==> src/rtl/fpba_pkg.sv <==
package fpba_pkg;

    localparam int NUM_BLOCKS_DEF = 16;

    localparam int SLOT_W = 4;
    localparam int SIZE_W = 16;
    localparam int POL_W  = 2;
    localparam int BIU_W  = 5;
    localparam int CFG_W  = 5;

    typedef logic [SLOT_W-1:0] slot_t;
    typedef logic [SIZE_W-1:0] size_t;
    typedef logic [POL_W-1:0]  pol_t;
    typedef logic [BIU_W-1:0]  biu_t;
    typedef logic [CFG_W-1:0]  cfg_data_t;
    typedef logic              cfg_idx_t;

    // register indexes
    localparam cfg_idx_t REG_FIT_POLICY    = 1'b0;
    localparam cfg_idx_t REG_BLOCKS_IN_USE = 1'b1;

    // policy codes; the unused code behaves as first fit
    localparam pol_t POL_FIRST = 2'd0;
    localparam pol_t POL_BEST  = 2'd1;
    localparam pol_t POL_WORST = 2'd2;

    localparam logic CMD_LOAD = 1'b0;
    localparam logic CMD_REQ  = 1'b1;

    localparam pol_t POL_RESET = POL_FIRST;
    localparam biu_t BIU_RESET = 5'd16;

    typedef struct packed {
        logic load_wr;
        logic start;
        logic scan_en;
        logic wb_en;
        logic out_load;
    } dp_cmd_t;

    typedef struct packed {
        logic scan_done;
    } dp_sts_t;

endpackage

==> src/rtl/fpba_ctrl.sv <==
module fpba_ctrl (
    input  logic              clk,
    input  logic              rst_n,
    input  logic              in_valid,
    input  logic              cmd,
    output logic              in_stall,
    output logic              out_valid,
    input  logic              out_stall,
    output fpba_pkg::dp_cmd_t dp_cmd,
    input  fpba_pkg::dp_sts_t dp_sts
);
    import fpba_pkg::*;

    typedef enum logic [1:0] {
        ST_IDLE,
        ST_SCAN,
        ST_WB,
        ST_DONE
    } state_t;

    state_t state_reg;
    state_t state_next;
    logic   out_vld_reg;
    logic   out_vld_next;
    logic   accept;

    assign accept = in_valid && (state_reg == ST_IDLE);

    always_comb
    begin
        dp_cmd.load_wr  = accept && (cmd == CMD_LOAD);
        dp_cmd.start    = accept && (cmd == CMD_REQ);
        dp_cmd.scan_en  = (state_reg == ST_SCAN);
        dp_cmd.wb_en    = (state_reg == ST_WB);
        dp_cmd.out_load = (state_reg == ST_DONE) && (!out_vld_reg || !out_stall);
    end

    always_comb
    begin
        state_next = state_reg;
        unique case (state_reg)
            ST_IDLE:
            begin
                if (dp_cmd.start)
                begin
                    state_next = ST_SCAN;
                end
            end
            ST_SCAN:
            begin
                if (dp_sts.scan_done)
                begin
                    state_next = ST_WB;
                end
            end
            ST_WB:
            begin
                state_next = ST_DONE;
            end
            ST_DONE:
            begin
                if (dp_cmd.out_load)
                begin
                    state_next = ST_IDLE;
                end
            end
        endcase
    end

    always_comb
    begin
        out_vld_next = out_vld_reg;
        if (out_vld_reg && !out_stall)
        begin
            out_vld_next = 1'b0;
        end
        if (dp_cmd.out_load)
        begin
            out_vld_next = 1'b1;
        end
    end

    always_ff @(posedge clk or negedge rst_n)
    begin
        if (!rst_n)
        begin
            state_reg   <= ST_IDLE;
            out_vld_reg <= 1'b0;
        end
        else
        begin
            state_reg   <= state_next;
            out_vld_reg <= out_vld_next;
        end
    end

    assign in_stall  = (state_reg != ST_IDLE);
    assign out_valid = out_vld_reg;

endmodule

==> src/rtl/fpba_dp.sv <==
module fpba_dp #(
    parameter int NUM_BLOCKS = fpba_pkg::NUM_BLOCKS_DEF
) (
    input  logic                clk,
    input  logic                rst_n,
    input  logic                cfg_valid,
    input  fpba_pkg::cfg_idx_t  cfg_index,
    input  fpba_pkg::cfg_data_t cfg_data,
    input  fpba_pkg::slot_t     block_slot,
    input  fpba_pkg::size_t     size_value,
    input  logic                last_request,
    output logic                found,
    output fpba_pkg::slot_t     chosen_block,
    output fpba_pkg::size_t     remaining_after,
    output logic                batch_end,
    input  fpba_pkg::dp_cmd_t   dp_cmd,
    output fpba_pkg::dp_sts_t   dp_sts
);
    import fpba_pkg::*;

    localparam int IDX_W = (NUM_BLOCKS > 1) ? $clog2(NUM_BLOCKS) : 1;
    localparam int CNT_W = $clog2(NUM_BLOCKS + 1);
    localparam int LIM_W = (CNT_W > BIU_W) ? CNT_W : BIU_W;
    localparam logic [LIM_W-1:0] NUM_LIM = LIM_W'(NUM_BLOCKS);

    size_t free_mem [NUM_BLOCKS];

    pol_t              pol_reg;
    biu_t              biu_reg;
    logic [LIM_W-1:0]  limit_reg;
    logic [LIM_W-1:0]  cnt_reg;
    size_t             req_size_reg;
    logic              last_reg;
    size_t             rd_data_reg;
    logic              cmp_vld_reg;
    logic [IDX_W-1:0]  cmp_idx_reg;
    logic              have_reg;
    logic [IDX_W-1:0]  pick_reg;
    size_t             best_reg;
    logic              found_reg;
    slot_t             chosen_reg;
    size_t             remain_reg;
    logic              batch_end_reg;

    logic [LIM_W-1:0]  biu_ext;
    logic [LIM_W-1:0]  limit_next;
    logic [LIM_W-1:0]  slot_ext;
    logic [LIM_W-1:0]  pick_ext;
    logic              issue;
    logic              fits;
    logic              take;
    size_t             left;
    logic              wr_en;
    logic [IDX_W-1:0]  wr_addr;
    size_t             wr_data;

    // configuration registers
    always_ff @(posedge clk or negedge rst_n)
    begin
        if (!rst_n)
        begin
            pol_reg <= POL_RESET;
            biu_reg <= BIU_RESET;
        end
        else if (cfg_valid)
        begin
            unique case (cfg_index)
                REG_FIT_POLICY:    pol_reg <= cfg_data[POL_W-1:0];
                REG_BLOCKS_IN_USE: biu_reg <= cfg_data[BIU_W-1:0];
            endcase
        end
    end

    assign biu_ext    = LIM_W'(biu_reg);
    assign limit_next = (biu_ext > NUM_LIM) ? NUM_LIM : biu_ext;
    assign slot_ext   = LIM_W'(block_slot);
    assign pick_ext   = LIM_W'(pick_reg);

    assign issue = dp_cmd.scan_en && (cnt_reg < limit_reg);
    assign fits  = cmp_vld_reg && (rd_data_reg >= req_size_reg);

    always_comb
    begin
        take = 1'b0;
        if (fits)
        begin
            if (!have_reg)
            begin
                take = 1'b1;
            end
            else
            begin
                case (pol_reg)
                    POL_BEST:  take = (rd_data_reg < best_reg);
                    POL_WORST: take = (rd_data_reg > best_reg);
                    default:   take = 1'b0;
                endcase
            end
        end
    end

    assign left = best_reg - req_size_reg;

    assign dp_sts.scan_done = (cnt_reg >= limit_reg) && !cmp_vld_reg;

    // scan control and running pick
    always_ff @(posedge clk or negedge rst_n)
    begin
        if (!rst_n)
        begin
            cnt_reg     <= '0;
            limit_reg   <= '0;
            cmp_vld_reg <= 1'b0;
            have_reg    <= 1'b0;
        end
        else if (dp_cmd.start)
        begin
            cnt_reg     <= '0;
            limit_reg   <= limit_next;
            cmp_vld_reg <= 1'b0;
            have_reg    <= 1'b0;
        end
        else
        begin
            cmp_vld_reg <= issue;
            if (issue)
            begin
                cnt_reg <= cnt_reg + 1'b1;
            end
            if (take)
            begin
                have_reg <= 1'b1;
            end
        end
    end

    always_ff @(posedge clk)
    begin
        if (dp_cmd.start)
        begin
            req_size_reg <= size_value;
            last_reg     <= last_request;
        end
        if (issue)
        begin
            cmp_idx_reg <= cnt_reg[IDX_W-1:0];
        end
        if (take)
        begin
            pick_reg <= cmp_idx_reg;
            best_reg <= rd_data_reg;
        end
    end

    // free size table: one write port, one registered read port
    assign wr_en   = (dp_cmd.load_wr && (slot_ext < NUM_LIM)) || (dp_cmd.wb_en && have_reg);
    assign wr_addr = dp_cmd.wb_en ? pick_reg : slot_ext[IDX_W-1:0];
    assign wr_data = dp_cmd.wb_en ? left : size_value;

    always_ff @(posedge clk)
    begin
        if (wr_en)
        begin
            free_mem[wr_addr] <= wr_data;
        end
        if (issue)
        begin
            rd_data_reg <= free_mem[cnt_reg[IDX_W-1:0]];
        end
    end

    // result register
    always_ff @(posedge clk)
    begin
        if (dp_cmd.out_load)
        begin
            found_reg     <= have_reg;
            chosen_reg    <= have_reg ? pick_ext[SLOT_W-1:0] : '0;
            remain_reg    <= have_reg ? left : '0;
            batch_end_reg <= last_reg;
        end
    end

    assign found           = found_reg;
    assign chosen_block    = chosen_reg;
    assign remaining_after = remain_reg;
    assign batch_end       = batch_end_reg;

endmodule

==> src/rtl/fit_policy_block_allocator_unit.sv <==
// Channel  Handshake             Payload
// cfg      cfg_valid/cfg_ready   cfg_index, cfg_data
// in       in_valid/in_stall     cmd, block_slot, size_value, last_request
// out      out_valid/out_stall   found, chosen_block, remaining_after, batch_end
//
// A load item frees the input at once.
// A request holds the input through a scan of blocks_in_use entries (capped at NUM_BLOCKS):
// one table read per entry through the single registered read port, the last compare,
// scan end, write back, result load and the return to idle.
// Reset clears control and configuration; table contents stay undefined until loaded.
// A stalled result holds in the output register; a finished request waits for it.
module fit_policy_block_allocator_unit #(
    parameter int NUM_BLOCKS = fpba_pkg::NUM_BLOCKS_DEF
) (
    input  logic                clk,
    input  logic                rst_n,
    input  logic                cfg_valid,
    output logic                cfg_ready,
    input  fpba_pkg::cfg_idx_t  cfg_index,
    input  fpba_pkg::cfg_data_t cfg_data,
    input  logic                in_valid,
    output logic                in_stall,
    input  logic                cmd,
    input  fpba_pkg::slot_t     block_slot,
    input  fpba_pkg::size_t     size_value,
    input  logic                last_request,
    output logic                out_valid,
    input  logic                out_stall,
    output logic                found,
    output fpba_pkg::slot_t     chosen_block,
    output fpba_pkg::size_t     remaining_after,
    output logic                batch_end
);
    import fpba_pkg::*;

    dp_cmd_t dp_cmd;
    dp_sts_t dp_sts;

    assign cfg_ready = 1'b1;

    fpba_ctrl u_ctrl (
        .clk       (clk),
        .rst_n     (rst_n),
        .in_valid  (in_valid),
        .cmd       (cmd),
        .in_stall  (in_stall),
        .out_valid (out_valid),
        .out_stall (out_stall),
        .dp_cmd    (dp_cmd),
        .dp_sts    (dp_sts)
    );

    fpba_dp #(
        .NUM_BLOCKS (NUM_BLOCKS)
    ) u_dp (
        .clk             (clk),
        .rst_n           (rst_n),
        .cfg_valid       (cfg_valid && cfg_ready),
        .cfg_index       (cfg_index),
        .cfg_data        (cfg_data),
        .block_slot      (block_slot),
        .size_value      (size_value),
        .last_request    (last_request),
        .found           (found),
        .chosen_block    (chosen_block),
        .remaining_after (remaining_after),
        .batch_end       (batch_end),
        .dp_cmd          (dp_cmd),
        .dp_sts          (dp_sts)
    );

endmodule

==> config.mk <==
export PLATFORM = sky130hd
export DESIGN_NAME = fit_policy_block_allocator_unit
export DESIGN_NICKNAME = d
export VERILOG_FILES = /design/src/rtl/fpba_pkg.sv /design/src/rtl/fpba_ctrl.sv /design/src/rtl/fpba_dp.sv /design/src/rtl/fit_policy_block_allocator_unit.sv
export SDC_FILE = /design/constraint.sdc
export NUM_CORES = 1
export LEC_CHECK = 0
export BUFFER_PORTS_ARGS = -buffer_cell sky130_fd_sc_hd__buf_4
export CAP_MARGIN = 25
export CORE_MARGIN = 3
export CORE_UTILIZATION = 40
export CTS_CLUSTER_DIAMETER = 80
export CTS_CLUSTER_SIZE = 8
export DETAILED_ROUTE_END_ITERATION = 10
export RECOVER_POWER = 100
export SYNTH_ARGS = -nofsm -noshare
export SYNTH_HDL_FRONTEND = slang
export SYNTH_SLANG_ARGS = --single-unit
==> constraint.sdc <==
create_clock -name clk -period 3.5 [get_ports clk]
set_input_delay 0.35 -clock clk [delete_from_list [all_inputs] [get_ports clk]]
set_output_delay 0.35 -clock clk [all_outputs]
set_load 0.01 [all_outputs]
# After elaboration in Yosys (flattened, before gate mapping)
# Memory sizes are Yosys's and may differ from the RTL's. A register that Yosys moved wholly into a read port is not among the register bits.
# Cells that the tools add are included.
dict set report word_totals {
  word_cells 79
  reg_bits 85
  mem_count 1
  ram_bits 256
  output_inout_bits 25
  input_bits 33
}
dict set report op_classes {
  n_mux 19
  reduce_logical 23
  eq_ne 8
  order_cmp 7
  addsub 2
  n_bitwise 2
}
# memory words word_bits read_ports rd_ports_with_merged_regs write_ports line
set mem_list {}
lappend mem_list {u_dp.free_mem 16 16 1 1 1 fpba_dp.sv:26} ;# size_t free_mem [NUM_BLOCKS];
# op count
set op_table {}
lappend op_table {{$ge 16x16->1} 1}
lappend op_table {{$gt 16x16->1} 1}
lappend op_table {{$lt 16x16->1} 1}
lappend op_table {{$mux 16} 1}
lappend op_table {{$sub 16x16->16} 1}
lappend op_table {{$mux 5} 3}
lappend op_table {{$logic_and 1x1->1} 10}
lappend op_table {{$mux 1} 9}
lappend op_table {{$pmux 2 s4} 1}
lappend op_table {{$reduce_bool 2->1} 4}
lappend op_table {{$eq 2x2->1 const B} 3}
lappend op_table {{$mux 2} 3}
lappend op_table {{$ne 2x2->1 const B} 3}
lappend op_table {{$add 5x1->5 const B} 1}
lappend op_table {{$ge 5x5->1} 1}
lappend op_table {{$gt 5x5->1 const B} 1}
lappend op_table {{$lt 4x5->1 const B} 1}
lappend op_table {{$lt 5x5->1} 1}
lappend op_table {{$eq 2x1->1 const B} 2}
lappend op_table {{$mux 4} 1}
lappend op_table {{$reduce_and 2->1} 2}
lappend op_table {{$logic_not 1->1} 3}
lappend op_table {{$reduce_and 3->1} 1}
lappend op_table {{$logic_not 2->1} 1}
lappend op_table {{other kinds (3)} 5}

# Logic depth before layout (Yosys ltp)
dict set report logic_depth {
  depth_word 7
  mapped_depth 10
  ltp_nobuf 10
}

# By module
# Synthesis repeated with hierarchy kept, for this count alone.
dict set report hier_totals {
  cells_unflattened 858
  area_unflattened_um2 15247.1
}
# module n_inst seq_area_each_um2 area_each_um2 cells_per_inst
set by_module_without_submodules {}
lappend by_module_without_submodules {fpba_dp 1 10536.4 14990.6 832}
lappend by_module_without_submodules {fpba_ctrl 1 75.1 245.2 24}
lappend by_module_without_submodules {fit_policy_block_allocator_unit 1 0.0 11.3 2}

# Least setup slack after synthesis
# Ideal clock, no wire load.
dict set report synth_path {
  path_kind {reg-to-reg}
  startpoint {register u_dp.rd_data_reg[14], read port of u_dp.free_mem}
  endpoint {register u_dp.best_reg[0] (enable)}
  setup_slack_ns 0.253
  period_less_slack_ns 3.247
  setup_time_ns 0.409
  required_ns 3.091
  arrival_ns 2.839
  stages_incl_launch_ff 9
  path_buffers 0
  path_cell_list {edfxtp_1 -> ha_1 -> a21oi_1 -> nand2_1 -> a221o_1 -> a31oi_1 -> o21ai_1 -> or3b_1 -> a32oi_1}
}
dict set report synth_between {
  elab_chain_cells 4
  word_cells_on_any_way 7
  classes_between {order compare: 3; mux: 3; reduce/logical: 1}
}
# element line
set synth_lines {}
lappend synth_lines {{from (decl)} fpba_dp.sv:34} ;# size_t rd_data_reg;
lappend synth_lines {{$gt 16x16->1 or $lt 16x16->1 (tied branches)} {fpba_dp.sv:95, fpba_dp.sv:94}}
lappend synth_lines {{$pmux 1 s2} fpba_dp.sv:93} ;# case (pol_reg)
lappend synth_lines {{$mux 1} fpba_dp.sv:87} ;# if (!have_reg)
lappend synth_lines {{$mux 1 (*)} fpba_dp.sv:85} ;# if (fits)
lappend synth_lines {{named net u_dp.take} fpba_dp.sv:51} ;# logic take;
lappend synth_lines {{to (signal assigned)} fpba_dp.sv:151} ;# best_reg <= rd_data_reg;
lappend synth_lines {{to (decl)} fpba_dp.sv:39} ;# size_t best_reg;
# The timed path passes the listed nets; every way through them passes the cells marked *.
# A chain may end at the register's enable or synchronous reset.

# Final worst setup path
dict set report layout_path {
  startpoint {register u_ctrl.state_reg[1]}
  endpoint {memory u_dp.free_mem[12][4] (netlist bit) (enable)}
}
dict set report layout_between {
  elab_chain_cells 7
  word_cells_on_any_way 10
  classes_between {eq/ne: 1; mux: 3; reduce/logical: 6}
}
# element line
set layout_lines {}
lappend layout_lines {{from (decl)} fpba_ctrl.sv:21} ;# state_t state_reg;
lappend layout_lines {{from (signal assigned)} fpba_ctrl.sv:92} ;# state_reg <= state_next;
lappend layout_lines {{$logic_not 2->1} fpba_ctrl.sv:27} ;# assign accept = in_valid && (state_reg == ST_IDLE);
lappend layout_lines {{$logic_and 1x1->1} fpba_ctrl.sv:27}
lappend layout_lines {{$logic_and 1x1->1} fpba_ctrl.sv:31} ;# dp_cmd.load_wr = accept && (cmd == CMD_LOAD);
lappend layout_lines {{$logic_and 1x1->1} fpba_dp.sv:156} ;# assign wr_en = (dp_cmd.load_wr && (slot_ext < NUM_LIM)) || (dp_cmd.wb_en && have_reg);
lappend layout_lines {{$logic_or 1x1->1} fpba_dp.sv:156}
lappend layout_lines {{$mux 1} fpba_dp.sv:162} ;# if (wr_en)
lappend layout_lines {{$mux 1 (implied by the code)} fpba_dp.sv:164} ;# free_mem[wr_addr] <= wr_data;
lappend layout_lines {{to (decl)} fpba_dp.sv:26}
# Parallel ways exist; a longest one is shown, timed or not.

==> load_flow_metrics.sql <==
INSERT INTO impl_metrics (metric_group, metric, value, unit) VALUES
('synth', 'synth_seq_cells', '357', ''),
('pwr', 'seq_power_share', '42.1', '%'),
('floorplan', 'die_height', '200.4', 'µm'),
('pwr', 'power.leakage', '6.052', 'nW'),
('cells_and_area', 'top_register', 'u_dp.free_mem', ''),
('clocking', 'cts_tree', 'yes', ''),
('routing', 'detailedRoute.firstPassIterationCount', '4', ''),
('synth', 'synthXorXnorAreaFrac', '0.9849', '%'),
('clocking', 'clockBufferDepth', '3', ''),
('sta', 'slew-limit-headroom', '-35.38', '%'),
('critical_path', 'worstReg2RegEnd', 'u_dp.free_mem[12][4]', ''),
('run', 'maxCapViolations', '2', ''),
('global_route', 'grt-busiest-layer', 'met2', ''),
('routing', 'route.antenna.remaining_nets', '0', ''),
('routing', 'wire_per_inst', '21.83', 'µm'),
('clocking', 'cts_setup_buffers', '0', ''),
('critical_path', 'worst_setup_path_start_kind', 'register', ''),
('outcome', 'outcome', 'complete, but fails checks', ''),
('floorplan', 'fp.dieArea', '40160', 'µm²'),
('synth', 'synth-compound-area-share', '3.658', '%'),
('synth', 'postSynthAreaPerCell', '18.19', 'µm²'),
('critical_path', 'critical_path_arrival', '3220', 'ps'),
('floorplan', 'fp.coreArea', '36960', 'µm²'),
('synth', 'yosysUniqueCellTypes', '58', ''),
('hold_path', 'timing.hold.worst.class', 'input port to register', ''),
('pwr', 'internal_power', '9.851', 'mW'),
('clocking', 'htreeDepth', '2', ''),
('routing', 'detailroute.via_count', '7740', ''),
('placed_design', 'dp.final_hpwl', '20.41', 'mm'),
('global_route', 'grt_use_total', '16.34', '%'),
('global_route', 'grtUsageMet3', '2.860', '%'),
('critical_path', 'setup_crit_path_kind', 'register to register', ''),
('cells_and_area', 'final_nets', '1060', ''),
('sta', 'slew_viol_final', '41', ''),
('cells_and_area', 'final_area', '17640', 'µm²'),
('pwr', 'p_clk_share', '30.6', '%'),
('routing', 'drt_wl_total', '32.49', 'mm'),
('critical_path', 'r2r_slack', '460', 'ps'),
('cells_and_area', 'share_of_final_layout_standard_cells_stronger_than_drive_strength_1', '20.02', '%'),
('critical_path', 'worst_r2r_startpoint', 'u_ctrl.state_reg[1]', ''),
('pwr', 'vdd_ir_drop_max', '0.0003972', 'V'),
('synth', 'synth_warnings', '0', ''),
('cells_and_area', 'antenna_cells', '0', ''),
('cells_and_area', 'post-route-util', '47.74', '%'),
('critical_path', 'end_kind', 'register', ''),
('sta', 'timing.setup.tns', '0', 'ps'),
('pwr', 'p_comb_share', '27.3', '%'),
('pwr', 'switching_power', '4.129', 'mW'),
('placed_design', 'gpl.final_weighted_congestion', '0.8290', ''),
('routing', 'drt-initial-drc-count', '619', ''),
('sta', 'worstMarginPinSlew', '2031', 'ps'),
('sta', 'achievable-frequency', '329.5', 'MHz'),
('global_route', 'grt_pass1_vias', '8346', ''),
('sta', 'whs', '37.76', 'ps'),
('hold_path', 'hold_path_end', 'u_ctrl.out_valid', ''),
('clocking', 'cts.sinks', '357', ''),
('global_route', 'grtUsageMet1', '22.51', '%'),
('global_route', 'grt_overflow', '0', ''),
('synth', 'postSynthCellCount', '831', ''),
('outcome', 'violations_in_the_final_reports', 'max-capacitance violations, max-slew violations', ''),
('sta', 'layout_min_cycle_time', '3035', 'ps'),
('cells_and_area', 'area_growth_syn_to_layout', '16.71', '%'),
('synth', 'yosys.area_share.adder', '5.098', '%'),
('synth', 'synth_sequential_area_ratio', '70.20', '%'),
('clocking', 'ctsRootBufferMaster', 'sky130_fd_sc_hd__clkbuf_16', ''),
('synth', 'synth_flop_cell', 'sky130_fd_sc_hd__edfxtp_1', ''),
('synth', 'largest_family_of_logic_cells_by_synthesized_area', 'multiplexers', ''),
('floorplan', 'std_cell_rows', '70', ''),
('synth', 'synthesis.area', '15120', 'µm²'),
('synth', 'muxShareOfSynthArea', '13.46', '%'),
('routing', 'drt-vias-per-instance', '5.202', '');
==> power by group through the flow <==
stage | Sequential, mW | Combinational (mW) | Clock, mW
after floorplan | 5.93 | 2.73 | 0
after global placement | 5.93 | 3.99 | 0
after detailed placement | 5.95 | 4.04 | 0
after CTS | 5.88 | 4.07 | 4.39
after global routing | 5.93 | 4.25 | 4.57
final | 5.88 | 3.82 | 4.28
==> kinds of logic (layout without fill, tap and decap cells) <==
kind of cell,after synthesis,after routing
flip-flops,357,357
AO/OA/AOI/OAI,85,85
multiplexers,101,101
AND/OR/NAND/NOR,127,127
XOR/XNOR,17,17
other,1,1
adder cells (fa/ha/maj),61,61
buffers and inverters,82,235
==> metrics by stage <==
stage          instances  total power, mW
6_report            1488            13.98
5_1_grt             1488            14.75
4_1_cts             1488            14.33
3_5_place_dp        1400            9.991
3_3_place_gp        1400            9.918
2_1_floorplan        831            8.660
==> worst max-delay path, cell delays in order (launching register included) <==
cell and delay, ps:
sky130_fd_sc_hd__dfrtp_1 390, sky130_fd_sc_hd__inv_1 130, sky130_fd_sc_hd__ha_1 230, sky130_fd_sc_hd__nand2_1 60, sky130_fd_sc_hd__o21ai_0 420, sky130_fd_sc_hd__o21ai_0 430, sky130_fd_sc_hd__nor2_1 490, sky130_fd_sc_hd__clkbuf_2 510
==> cell type report <==
type	instances	area, µm²	share of cell area [%]
multi-input cells	392	4151	23.53
inverters	55	206.4	1.170
well taps	504	630.6	3.574
flip-flops and latches	357	10620	60.17
clock buffers	66	1311	7.432
repair buffers	110	663.1	3.759
clock inverters	4	63.81	0.3617
==> layer usage <==
layer | vias to the layer above | share of wire, %
met4 | 0 | 2.5
met3 | 57 | 4.7
met2 | 180 | 49
met1 | 3967 | 44
li1 | 3536 | -
met5 | - | 0
==> Yosys cell counts, drive strengths merged (2+ instances only) <==
cell type	instances	share of area, %
xnor2	11	0.64
nand2b	2	0.083
a211oi	2	0.13
nor3	8	0.33
nor2	43	1.1
edfxtp	335	67
xor2	6	0.35
a31oi	4	0.17
a32oi	3	0.17
clkbuf	12	0.30
dfrtp	21	3.5
nand3b	4	0.20
o21a	3	0.15
mux4	80	12
ha	60	5.0
and2	15	0.62
nand3	4	0.13
o21ai	31	1.1
or2	2	0.083
buf	15	0.66
a21oi	21	0.72
o2111a	2	0.15
inv	55	1.4
nor2b	6	0.30
nand4	8	0.33
a21o	8	0.40
nand2	30	0.74
mux2i	3	0.20
mux2	18	1.3
==> placed cells by master (no fill, tap or decap), types with 2 or more instances in the layout <==
cell type / n
sky130_fd_sc_hd__a211oi_1: 2
sky130_fd_sc_hd__a21o_1: 8
sky130_fd_sc_hd__a21oi_1: 21
sky130_fd_sc_hd__a31oi_1: 4
sky130_fd_sc_hd__a32oi_1: 3
sky130_fd_sc_hd__and2_0: 9
sky130_fd_sc_hd__and2_1: 6
sky130_fd_sc_hd__buf_12: 2
sky130_fd_sc_hd__buf_4: 16
sky130_fd_sc_hd__clkbuf_1: 70
sky130_fd_sc_hd__clkbuf_16: 50
sky130_fd_sc_hd__clkbuf_2: 12
sky130_fd_sc_hd__clkbuf_4: 8
sky130_fd_sc_hd__dfrtp_1: 19
sky130_fd_sc_hd__dlygate4sd3_1: 18
sky130_fd_sc_hd__edfxtp_1: 335
sky130_fd_sc_hd__ha_1: 60
sky130_fd_sc_hd__inv_1: 55
sky130_fd_sc_hd__mux2_1: 10
sky130_fd_sc_hd__mux2_2: 8
sky130_fd_sc_hd__mux2i_1: 3
sky130_fd_sc_hd__mux4_2: 80
sky130_fd_sc_hd__nand2_1: 30
sky130_fd_sc_hd__nand2b_1: 2
sky130_fd_sc_hd__nand3_1: 4
sky130_fd_sc_hd__nand3b_1: 4
sky130_fd_sc_hd__nand4_1: 8
sky130_fd_sc_hd__nor2_1: 35
sky130_fd_sc_hd__nor2_2: 8
sky130_fd_sc_hd__nor2b_1: 5
sky130_fd_sc_hd__nor3_1: 6
sky130_fd_sc_hd__nor3_2: 2
sky130_fd_sc_hd__o2111a_1: 2
sky130_fd_sc_hd__o21a_1: 3
sky130_fd_sc_hd__o21ai_0: 29
sky130_fd_sc_hd__or2_2: 2
sky130_fd_sc_hd__xnor2_1: 11
sky130_fd_sc_hd__xor2_1: 6
==> timing repair <==
item	4_1_cts	5_1_grt
endpoints found under the hold margin	39	0
hold buffers	18	0
resized for setup	0	0
==> worst max path at each step <==
| stage | start | endpoint | slack, ps |
|---|---|---|---|
| 6_report | u_ctrl.state_reg[1] | u_dp.free_mem[12][4] | 460 |
| 5_1_grt | u_ctrl.state_reg[0] | u_dp.free_mem[12][6] | 280 |
| 4_1_cts | u_dp.req_size_reg[0] | u_dp.free_mem[12][12] | 710 |
| 3_5_place_dp | u_dp.best_reg[0] | u_dp.free_mem[15][12] | 730 |
| 3_3_place_gp | u_dp.best_reg[0] | u_dp.free_mem[15][12] | 760 |
| 2_1_floorplan | u_dp.rd_data_reg[14] | u_dp.best_reg[0] | 250 |
(Power assumes the default switching activity.)
